[src/rtl/core/pcx_rle_pkg.sv]
// ----------------------------------------------------------------------------
// PCX RLE decoder package
// Shared types, register map and stream constants for the scanline decoder.
// ----------------------------------------------------------------------------
package pcx_rle_pkg;

  localparam logic [1:0] RUN_MARK   = 2'b11;
  localparam logic [5:0] COUNT_MASK = 6'h3F;

  localparam int unsigned ADDR_W = 4;
  localparam int unsigned DATA_W = 32;

  localparam logic [1:0] REG_IMAGE_WIDTH  = 2'd0;
  localparam logic [1:0] REG_LINE_BYTES   = 2'd1;
  localparam logic [1:0] REG_PLANE_COUNT  = 2'd2;
  localparam logic [1:0] REG_IMAGE_HEIGHT = 2'd3;

  typedef enum logic [1:0] {
    S_IDLE,
    S_ITER,
    S_FLUSH
  } state_t;

  typedef struct packed {
    logic accept;
    logic step;
    logic flush;
  } cmd_t;

  typedef struct packed {
    logic finished;
    logic awaiting;
    logic is_run;
    logic pend_zero;
    logic emit;
    logic done;
    logic step_ok;
    logic hold_valid;
    logic out_free;
  } stat_t;

endpackage

[src/rtl/core/pcx_rle_ctrl.sv]
// ----------------------------------------------------------------------------
// PCX RLE decoder controller
// Sequences byte acceptance, per-pixel iteration and the final pixel flush.
// ----------------------------------------------------------------------------
module pcx_rle_ctrl (
  input  logic                clk,
  input  logic                rst,
  input  logic                data_valid,
  input  pcx_rle_pkg::stat_t  stat,
  output logic                data_ready,
  output pcx_rle_pkg::cmd_t   cmd
);

  pcx_rle_pkg::state_t state;
  pcx_rle_pkg::state_t state_next;

  always_ff @(posedge clk) begin
    if (rst) begin
      state <= pcx_rle_pkg::S_IDLE;
    end else begin
      state <= state_next;
    end
  end

  always_comb begin
    state_next = state;
    cmd        = '0;
    data_ready = 1'b0;
    case (state)
      pcx_rle_pkg::S_IDLE: begin
        data_ready = 1'b1;
        if (data_valid) begin
          cmd.accept = 1'b1;
          if (!stat.finished &&
              (stat.awaiting ? !stat.pend_zero : !stat.is_run)) begin
            state_next = pcx_rle_pkg::S_ITER;
          end
        end
      end
      pcx_rle_pkg::S_ITER: begin
        if (stat.step_ok) begin
          cmd.step = 1'b1;
          if (stat.done) begin
            state_next = (stat.hold_valid || stat.emit) ?
                         pcx_rle_pkg::S_FLUSH : pcx_rle_pkg::S_IDLE;
          end
        end
      end
      pcx_rle_pkg::S_FLUSH: begin
        if (stat.out_free) begin
          cmd.flush  = 1'b1;
          state_next = pcx_rle_pkg::S_IDLE;
        end
      end
      default: begin
        state_next = pcx_rle_pkg::S_IDLE;
      end
    endcase
  end

endmodule

[src/rtl/core/pcx_rle_dp.sv]
// ----------------------------------------------------------------------------
// PCX RLE decoder datapath
// Run state, position counters, one-pixel hold stage and output register.
// ----------------------------------------------------------------------------
module pcx_rle_dp (
  input  logic               clk,
  input  logic               rst,
  input  pcx_rle_pkg::cmd_t  cmd,
  input  logic [7:0]         data_byte,
  input  logic [15:0]        image_width,
  input  logic [15:0]        line_bytes,
  input  logic [1:0]         plane_count,
  input  logic [15:0]        image_height,
  input  logic               pixel_ready,
  output pcx_rle_pkg::stat_t stat,
  output logic               pixel_valid,
  output logic [7:0]         pixel_value,
  output logic [1:0]         plane_index,
  output logic [15:0]        column,
  output logic [15:0]        line_number,
  output logic               last_of_input
);

  logic        awaiting;
  logic [5:0]  pend_cnt;
  logic [5:0]  remaining;
  logic [7:0]  value;
  logic [15:0] pos;
  logic [1:0]  plane;
  logic [15:0] row;
  logic        finished;

  logic        hold_valid;
  logic [7:0]  hold_value;
  logic [1:0]  hold_plane;
  logic [15:0] hold_col;
  logic [15:0] hold_row;

  logic [15:0] pos_inc;
  logic [1:0]  plane_inc;
  logic [15:0] row_inc;
  logic        emit;
  logic        plane_end;
  logic        line_end;
  logic        done;
  logic        out_free;
  logic        push_mid;

  assign pos_inc   = pos + 16'd1;
  assign plane_inc = plane + 2'd1;
  assign row_inc   = row + 16'd1;
  assign emit      = pos < image_width;
  assign plane_end = pos_inc >= line_bytes;
  assign line_end  = plane_end && (plane_inc >= plane_count);
  assign done      = line_end || (remaining == 6'd1);
  assign out_free  = !pixel_valid || pixel_ready;
  assign push_mid  = cmd.step && emit && hold_valid;

  assign stat.finished   = finished;
  assign stat.awaiting   = awaiting;
  assign stat.is_run     = data_byte[7:6] == pcx_rle_pkg::RUN_MARK;
  assign stat.pend_zero  = pend_cnt == 6'd0;
  assign stat.emit       = emit;
  assign stat.done       = done;
  assign stat.step_ok    = !(emit && hold_valid) || out_free;
  assign stat.hold_valid = hold_valid;
  assign stat.out_free   = out_free;

  always_ff @(posedge clk) begin
    if (rst) begin
      awaiting <= 1'b0;
      pend_cnt <= '0;
      pos      <= '0;
      plane    <= '0;
      row      <= '0;
      finished <= 1'b0;
    end else if (cmd.accept && !finished) begin
      if (awaiting) begin
        awaiting <= 1'b0;
        pend_cnt <= '0;
      end else if (stat.is_run) begin
        awaiting <= 1'b1;
        pend_cnt <= data_byte[5:0] & pcx_rle_pkg::COUNT_MASK;
      end
    end else if (cmd.step) begin
      if (plane_end) begin
        pos <= '0;
        if (plane_inc >= plane_count) begin
          plane <= '0;
          row   <= row_inc;
          if (row_inc >= image_height) begin
            finished <= 1'b1;
          end
        end else begin
          plane <= plane_inc;
        end
      end else begin
        pos <= pos_inc;
      end
    end
  end

  always_ff @(posedge clk) begin
    if (cmd.accept) begin
      value     <= data_byte;
      remaining <= awaiting ? pend_cnt : 6'd1;
    end else if (cmd.step) begin
      remaining <= remaining - 6'd1;
    end
  end

  always_ff @(posedge clk) begin
    if (rst) begin
      hold_valid <= 1'b0;
    end else if (cmd.step && emit) begin
      hold_valid <= 1'b1;
    end else if (cmd.flush) begin
      hold_valid <= 1'b0;
    end
  end

  always_ff @(posedge clk) begin
    if (cmd.step && emit) begin
      hold_value <= value;
      hold_plane <= plane;
      hold_col   <= pos;
      hold_row   <= row;
    end
  end

  always_ff @(posedge clk) begin
    if (rst) begin
      pixel_valid <= 1'b0;
    end else if (push_mid || cmd.flush) begin
      pixel_valid <= 1'b1;
    end else if (pixel_ready) begin
      pixel_valid <= 1'b0;
    end
  end

  always_ff @(posedge clk) begin
    if (push_mid || cmd.flush) begin
      pixel_value   <= hold_value;
      plane_index   <= hold_plane;
      column        <= hold_col;
      line_number   <= hold_row;
      last_of_input <= cmd.flush;
    end
  end

endmodule

[src/rtl/core/pcx_rle_scanline_decoder_unit.sv]
// ----------------------------------------------------------------------------
// PCX RLE scanline decoder
// Path: a kept literal byte is stored as the run value, then moves via the one-pixel
//   hold stage to the output register. Run markers, zero-length run values and
//   bytes after the image skip the decode loop, which steps one pixel per cycle and
//   stalls on output; no new byte is taken until a byte's pixels and any flush are done.
// Reset: synchronous, active high; registers return to 1, stream state clears.
// ----------------------------------------------------------------------------
module pcx_rle_scanline_decoder_unit (
  input  logic                              clk,
  input  logic                              rst,
  input  logic                              psel,
  input  logic                              penable,
  input  logic                              pwrite,
  input  logic [pcx_rle_pkg::ADDR_W-1:0]    paddr,
  input  logic [pcx_rle_pkg::DATA_W-1:0]    pwdata,
  output logic [pcx_rle_pkg::DATA_W-1:0]    prdata,
  output logic                              pready,
  input  logic                              data_valid,
  output logic                              data_ready,
  input  logic [7:0]                        data_byte,
  output logic                              pixel_valid,
  input  logic                              pixel_ready,
  output logic [7:0]                        pixel_value,
  output logic [1:0]                        plane_index,
  output logic [15:0]                       column,
  output logic [15:0]                       line_number,
  output logic                              last_of_input
);

  logic [15:0] image_width;
  logic [15:0] line_bytes;
  logic [1:0]  plane_count;
  logic [15:0] image_height;
  logic [1:0]  reg_index;
  logic        reg_write;

  pcx_rle_pkg::cmd_t  cmd;
  pcx_rle_pkg::stat_t stat;

  assign pready    = 1'b1;
  assign reg_index = paddr[3:2];
  assign reg_write = psel && penable && pwrite && pready;

  always_ff @(posedge clk) begin
    if (rst) begin
      image_width  <= 16'd1;
      line_bytes   <= 16'd1;
      plane_count  <= 2'd1;
      image_height <= 16'd1;
    end else if (reg_write) begin
      case (reg_index)
        pcx_rle_pkg::REG_IMAGE_WIDTH:  image_width <= pwdata[15:0];
        pcx_rle_pkg::REG_LINE_BYTES:   line_bytes  <= pwdata[15:0];
        pcx_rle_pkg::REG_PLANE_COUNT:
          plane_count <= (pwdata[1:0] == 2'd0) ? 2'd1 : pwdata[1:0];
        pcx_rle_pkg::REG_IMAGE_HEIGHT:
          image_height <= (pwdata[15:0] == 16'd0) ? 16'd1 : pwdata[15:0];
        default: begin
        end
      endcase
    end
  end

  always_comb begin
    prdata = '0;
    case (reg_index)
      pcx_rle_pkg::REG_IMAGE_WIDTH:  prdata[15:0] = image_width;
      pcx_rle_pkg::REG_LINE_BYTES:   prdata[15:0] = line_bytes;
      pcx_rle_pkg::REG_PLANE_COUNT:  prdata[1:0]  = plane_count;
      pcx_rle_pkg::REG_IMAGE_HEIGHT: prdata[15:0] = image_height;
      default:                       prdata       = '0;
    endcase
  end

  pcx_rle_ctrl u_ctrl (
    .clk        (clk),
    .rst        (rst),
    .data_valid (data_valid),
    .stat       (stat),
    .data_ready (data_ready),
    .cmd        (cmd)
  );

  pcx_rle_dp u_dp (
    .clk           (clk),
    .rst           (rst),
    .cmd           (cmd),
    .data_byte     (data_byte),
    .image_width   (image_width),
    .line_bytes    (line_bytes),
    .plane_count   (plane_count),
    .image_height  (image_height),
    .pixel_ready   (pixel_ready),
    .stat          (stat),
    .pixel_valid   (pixel_valid),
    .pixel_value   (pixel_value),
    .plane_index   (plane_index),
    .column        (column),
    .line_number   (line_number),
    .last_of_input (last_of_input)
  );

`ifndef NO_ASSERTIONS
  a_accept_cmd: assert property (@(posedge clk) disable iff (rst)
    (data_valid && data_ready) |-> (cmd.accept && !cmd.step && !cmd.flush))
    else $error("transaction accepted without accept command");

  a_flush_hold: assert property (@(posedge clk) disable iff (rst)
    cmd.flush |-> (stat.hold_valid && stat.out_free))
    else $error("flush without a held pixel or free output");

  a_flush_last: assert property (@(posedge clk) disable iff (rst)
    cmd.flush |=> (pixel_valid && last_of_input))
    else $error("flushed pixel not marked last");

  a_finished_sticky: assert property (@(posedge clk) disable iff (rst)
    stat.finished |=> stat.finished)
    else $error("image finished flag cleared without reset");
`endif

endmodule

[config.mk]
export PLATFORM = sky130hd
export DESIGN_NAME = pcx_rle_scanline_decoder_unit
export DESIGN_NICKNAME = d
export VERILOG_FILES = /design/src/rtl/core/pcx_rle_pkg.sv /design/src/rtl/core/pcx_rle_ctrl.sv /design/src/rtl/core/pcx_rle_dp.sv /design/src/rtl/core/pcx_rle_scanline_decoder_unit.sv
export SDC_FILE = /design/constraint.sdc
export NUM_CORES = 1
export LEC_CHECK = 0
export BUFFER_PORTS_ARGS = -buffer_cell sky130_fd_sc_hd__buf_2
export CORE_MARGIN = 5
export CORE_UTILIZATION = 57
export CTS_CLUSTER_DIAMETER = 120
export DETAILED_ROUTE_END_ITERATION = 16
export PLACE_DENSITY_LB_ADDON = 0.12
export SYNTH_ARGS = -nofsm -noshare
export SYNTH_HDL_FRONTEND = slang
export SYNTH_SLANG_ARGS = --single-unit
[constraint.sdc]
create_clock -name clk -period 4.8 [get_ports clk]
set_input_delay 0.96 -clock clk [delete_from_list [all_inputs] [get_ports clk]]
set_output_delay 0.96 -clock clk [all_outputs]
set_load 0.02 [all_outputs]
; ---- Word level (Yosys, flattened, before mapping)
; Index checks and enable logic that the tools add are counted.
[totals]
memories = 0
latch_bits = 0
mem_bits_rw = 0
romBits = 0
ff_bits = 195
input_bits = 51
[op_classes]
div = 0
mul = 0
n_shift = 0
muxes = 32
order_cmp = 4
eq_ne = 12
addsub = 4
reduce_logical = 37
bitwise = 1
[ops]
columns = cell, n
row1 = one-hot mux 14 bit (3 select lines), 1
row2 = adder 16 x 1 -> 16 bit (second input constant), 2
row3 = greater-or-equal comparator 16 bit, 2
row4 = 2-to-1 mux 16 bit, 2
row5 = 2-to-1 mux 6 bit, 5
row6 = zero test 16 bit, 1
row7 = < comparator 16 bit, 1
row8 = 2-to-1 mux 2 bit, 8
row9 = 2-to-1 mux 1 bit, 14
row10 = AND reduction 2 bit, 6
row11 = AND reduction 5 bit, 2
row12 = equality test 2 bit (second input constant), 4
row13 = logical AND 1 bit, 8
row14 = one-hot mux 2 bit (4 select lines), 1
row15 = nonzero test 2 bit, 4
row16 = equality test 6 x 1 -> 1 bit (second input constant), 1
row17 = zero test 2 bit, 3
row18 = zero test 6 bit, 1
row19 = != test 2 x 1 -> 1 bit (second input constant), 3
row20 = one-hot mux 2 bit (3 select lines), 1
row21 = subtractor 6 x 1 -> 6 bit (second input constant), 1
row22 = zero test 1 bit, 5
row23 = logical OR 1 bit, 5
row24 = equality test 2 x 1 -> 1 bit (second input constant), 2
row25 = 6 further kinds, 7

; ---- Logic depth before layout (Yosys ltp)
[depth]
ltp_word = 10
ltp_mapped = 14
ltp_nobuf = 12

; ---- Cells and area by module
; From an unflattened synthesis, not the netlist that was laid out.
[hier_totals]
cells_unflattened = 906
area_unflattened_um2 = 9560.4
[modules_own_cells]
columns = mod, seq_area_each_um2, area_per_inst_um2, cells_per_inst, n_inst
row1 = pcx_rle_dp, 3853.7, 6854.1, 605, 1
row2 = pcx_rle_scanline_decoder_unit, 1001.0, 2575.0, 285, 1
row3 = pcx_rle_ctrl, 40.0, 131.4, 16, 1

; ---- Least setup slack after synthesis
; Ideal clock, no wire load.
[synth_path]
kind = register -> register
start = register u_dp.pos[2]
end = register u_dp.row[14]
slack_ns = 1.278
path_stages_with_launch = 14
setup_ns = 0.123
t_arrival_ns = 3.398
n_path_buf = 2
cell_sequence = dfxtp_1 nand3_1 or3_1 clkbuf_1 nor3_1 xor2_1 ha_1 nand4_1 or4_1 o32ai_2 o21ai_2 buf_6 nor4_1 mux2_1
[synth_between]
elab_chain_len = 7
[synth_lines]
columns = element, line
row1 = "start, declared", pcx_rle_dp.sv:28  ; logic [15:0] pos;
row2 = "start signal, assigned", pcx_rle_dp.sv:98  ; pos <= pos_inc;
row3 = "parallel branches: the longest is 6 deep, another holds adder 16 x 1 -> 16 bit", n/a
row4 = AND reduction 4 bit (no line) (*), n/a
row5 = "end signal, assigned", pcx_rle_dp.sv:90  ; row <= row_inc;
row6 = "end, declared", pcx_rle_dp.sv:30  ; logic [15:0] row;
; Mark *: on every way between the ends.
; A chain may end at the register's enable or synchronous reset.

; ---- Worst setup path in the final report
[layout_path]
start = register u_dp.pos[0]
end = register u_dp.row[14]
; Same word-level chain as after synthesis.

==> reports/results.tsv <==
metric	value	unit
r2r-end	u_dp.row[14]	
pwr_dens	353.4	mW/mm^2
final.min_clock_period	4200	ps
routed-via-count	6566	
number_of_buffers_on_the_longest_clock_path	2	
area_growth_syn_to_layout	12.92	%
cell_area_after_technology_mapping	0.009044	sq mm
maxSlewHeadroom	28.34	%
rr_worst_depth	12	
arrival	4510	ps
outcome	finished, final reports clean	
grt_max_degree	58	
number_of_enable_type_register_cells_in_the_synthesized_netlist	99	
power_leakage	3.813	nW
detail_placement_hpwl	13870	um
r2r-start	u_dp.pos[0]	
drc	0	
fp.dieH	136.0	um
synth_simple_gate_area_share	14.78	%
setup.worst_path.start_class	register	
timing.fmax	238.1	MHz
clkTransAtPathRegs	70	ps
timing_worst_setup_path_type	reg2reg	
first_global_vias	6117	
tritoncts.num_buffers	17	
num_antenna_cells	0	
rsz0062_at_grt	false	
cap_viol_max_count	0	
die_area	0.01849	sq mm
synth_warnings	0	
synth.top_cells.by_area	sky130_fd_sc_hd__edfxtp_1 (33%), sky130_fd_sc_hd__dfxtp_1 (21%), sky130_fd_sc_hd__ha_1 (7.3%), sky130_fd_sc_hd__a21oi_1 (5.3%), sky130_fd_sc_hd__nand2_1 (5.2%)	
grt_overflow_total	0	
timing.final.crit_share	87.51	%
setup_viol_count_final	0	
synth_adder_area_share	7.333	%
critPathBufInv	0	
std_cell_rows	46	
crit_cells	12	
synth_commonest_cells	sky130_fd_sc_hd__nand2_1 (126), sky130_fd_sc_hd__edfxtp_1 (99), sky130_fd_sc_hd__dfxtp_1 (96), sky130_fd_sc_hd__a21oi_1 (95), sky130_fd_sc_hd__inv_1 (57)	
syn_inst	878	
yosys_most_used_dff	sky130_fd_sc_hd__edfxtp_1	
synth-compound-area-share	12.44	%
timing.setup.tns	0	ps
synth.mux.area_fraction	2.407	%
initial_util	57.56	%
post_synth.cell_area_avg	10.30	sq um
detail-route-antenna-nets	0	
clock_tree.htree_level_count	4	
detail_route.iter0.violations	518	
drt-total-wl	19630	um
timing.critical_path.fanout_max	29	
filler_cell_count	1364	
synth_async_sr_flop_share	0	%
crit_path_cell_trace	ha_1 -> and3_1 -> and4_1 -> nand4_1 -> xnor2_1 -> ha_1 -> nand4_1 -> or4_1 -> o32ai_2 -> o21ai_2 -> nor4_1 -> mux2_1	
place.gp.congestion	0.8434	
max_slew.worst_pin.slew	1071	ps
clock-skew-final	10.80	ps
yosys.area_share.xor_xnor	3.196	%
worst_setup_path_startpoint	u_dp.pos[0]	
yosysSeqAreaShare	54.12	%
worst_path_max_delay_cell	sky130_fd_sc_hd__or4_1	
worst_hold_path_type	reg2reg	
yosysUniqueCellTypes	57	
yosys.cell_count.top_type	sky130_fd_sc_hd__nand2_1	
ctsResizeCount	0	
pin_count	129	
grt_pass1_wl	31240	um
grt_antenna_before_repair	0	
synth_largest_type_area_fraction	32.87	%
slew_violations	0	
max_stage_delay	570	ps
hold_violations	0	
cp_endpoint_kind	register	
worst-endpoint-required	5110	ps
min-delay-start	u_dp.hold_row[12]	
critical-path-top-delay-family	simple AND/OR/NAND/NOR gates	
clock-sinks	195	
worstSetupEndpoint	u_dp.row[14]	
floorplan.die.width	136.0	um
grt_use_total	21.72	%
tritoncts	done	
placement.io_buffers	93	
synth.ff_latch_count	195	
detailedRoute.firstPassIterationCount	5	
drive_above_1_share	14.45	%
later_pin_clock_latency_in_the_skew_report	430	ps
synth_area_leader	sky130_fd_sc_hd__edfxtp_1	
wl_per_cell	16.56	um
design.core.area	0.01571	sq mm
vdd_drop_max	0.2587	mV
cts-hold-fix-buffers	0	
r2r_slack	600	ps
design_power_total	3.609	mW
design.final.nets	1060	
viasPerCell	5.541	
synth_top_family_by_area	simple AND/OR/NAND/NOR gates	
cts_root_buf	sky130_fd_sc_hd__clkbuf_16	
post_cts.repair.setup_buffers	0	
==> cell usage in the layout (no fill, tap or decap), types with 6 or more instances in the layout <==
master                        n
sky130_fd_sc_hd__a21o_1       8
sky130_fd_sc_hd__a21oi_1     95
sky130_fd_sc_hd__a22oi_1      6
sky130_fd_sc_hd__a32o_1       7
sky130_fd_sc_hd__buf_2       93
sky130_fd_sc_hd__buf_4        7
sky130_fd_sc_hd__clkbuf_16   17
sky130_fd_sc_hd__conb_1      17
sky130_fd_sc_hd__dfxtp_1     96
sky130_fd_sc_hd__edfxtp_1    99
sky130_fd_sc_hd__ha_1        53
sky130_fd_sc_hd__inv_1       57
sky130_fd_sc_hd__mux2i_1     15
sky130_fd_sc_hd__nand2_1    126
sky130_fd_sc_hd__nand2b_1     9
sky130_fd_sc_hd__nand3_1     27
sky130_fd_sc_hd__nand4_1     16
sky130_fd_sc_hd__nor2_1      31
sky130_fd_sc_hd__nor3_1      14
sky130_fd_sc_hd__nor4_1       6
sky130_fd_sc_hd__o21ai_0      6
sky130_fd_sc_hd__o21ai_1      9
sky130_fd_sc_hd__o22ai_1     15
sky130_fd_sc_hd__o31ai_1     13
sky130_fd_sc_hd__or4_1       15
sky130_fd_sc_hd__xnor2_1     22
sky130_fd_sc_hd__xor2_1      11
==> sequential cells by signal, summed over array words and instances, names as in the netlist, 8 cells and up <==
signal	count
u_dp.value	8
line_bytes	16
u_dp.row	16
u_dp.pos	16
u_dp.hold_col	16
u_dp.column	16
u_dp.hold_row	16
image_height	16
u_dp.pixel_value	8
u_dp.line_number	16
image_width	16
u_dp.hold_value	8
==> final cells by class <==
cell class | instances | area [sq um] | share of cell area, %
Clock inverter | 14 | 151.4 | 1.482
Tap cell | 216 | 270.3 | 2.646
Sequential cell | 195 | 4895 | 47.93
Multi-Input combinational cell | 583 | 3695 | 36.18
Timing Repair Buffer | 102 | 558.0 | 5.464
Clock buffer | 18 | 429.2 | 4.202
Inverter | 57 | 214.0 | 2.095
==> layer usage <==
metal / vias up / routed length [um] / GRT usage (%)
li1: 3282 / - / -
met1: 3077 / 8709 / 28.97
met2: 170 / 9350 / 35.26
met3: 37 / 1022 / 3.886
met4: 0 / 544 / 8.847
met5: - / 0 / 0
==> cell families (layout without fill, tap and decap cells) <==
family          after synthesis  after routing
simple gates                278            278
flops                       195            195
compound gates              183            183
buf+inv                     115            191
fa+ha+maj                    53             53
xor+xnor                     33             33
mux                          19             19
other cells                   2             17
==> worst register-to-register path: stages, from the launching register on <==
cell and delay (ps):
sky130_fd_sc_hd__dfxtp_1 460, sky130_fd_sc_hd__ha_1 280, sky130_fd_sc_hd__and3_1 280, sky130_fd_sc_hd__and4_1 310, sky130_fd_sc_hd__nand4_1 130, sky130_fd_sc_hd__xnor2_1 180, sky130_fd_sc_hd__ha_1 310, sky130_fd_sc_hd__nand4_1 140
sky130_fd_sc_hd__or4_1 570, sky130_fd_sc_hd__o32ai_2 380, sky130_fd_sc_hd__o21ai_2 350, sky130_fd_sc_hd__nor4_1 330, sky130_fd_sc_hd__mux2_1 370
==> worst min path at each step <==
stage / cells after the start / slack (ps) / end
after CTS: 0 / 410 / u_dp.line_number[12]
after floorplan: 0 / 400 / u_dp.column[0]
after detailed placement: 0 / 400 / u_dp.line_number[0]
after global placement: 0 / 400 / u_dp.line_number[4]
final: 0 / 410 / u_dp.line_number[12]
after global routing: 0 / 420 / u_dp.column[10]
==> stage by stage <==
stage               setup slack (ps)  utilization (%)  cell area (sq um)  cells  hold WS, ps
finish                         599.6            64.99              10210   1185        408.9
global route                   282.7            64.99              10210   1185        424.8
CTS                            626.2            64.99              10210   1185        413.7
detailed placement             692.5            61.30               9632   1153        404.5
global placement               690.1            61.30               9632   1153        400.7
floorplan                       1278                -               9100    893        400.3
==> report_power, final <==
part / internal, mW / switching, mW / total, mW
clock: 0.774 / 0.634 / 1.41
combinational: 0.0938 / 0.229 / 0.322
sequential: 1.84 / 0.0338 / 1.88
total: 2.71 / 0.896 / 3.61
Power figures use the tool's default switching activity.
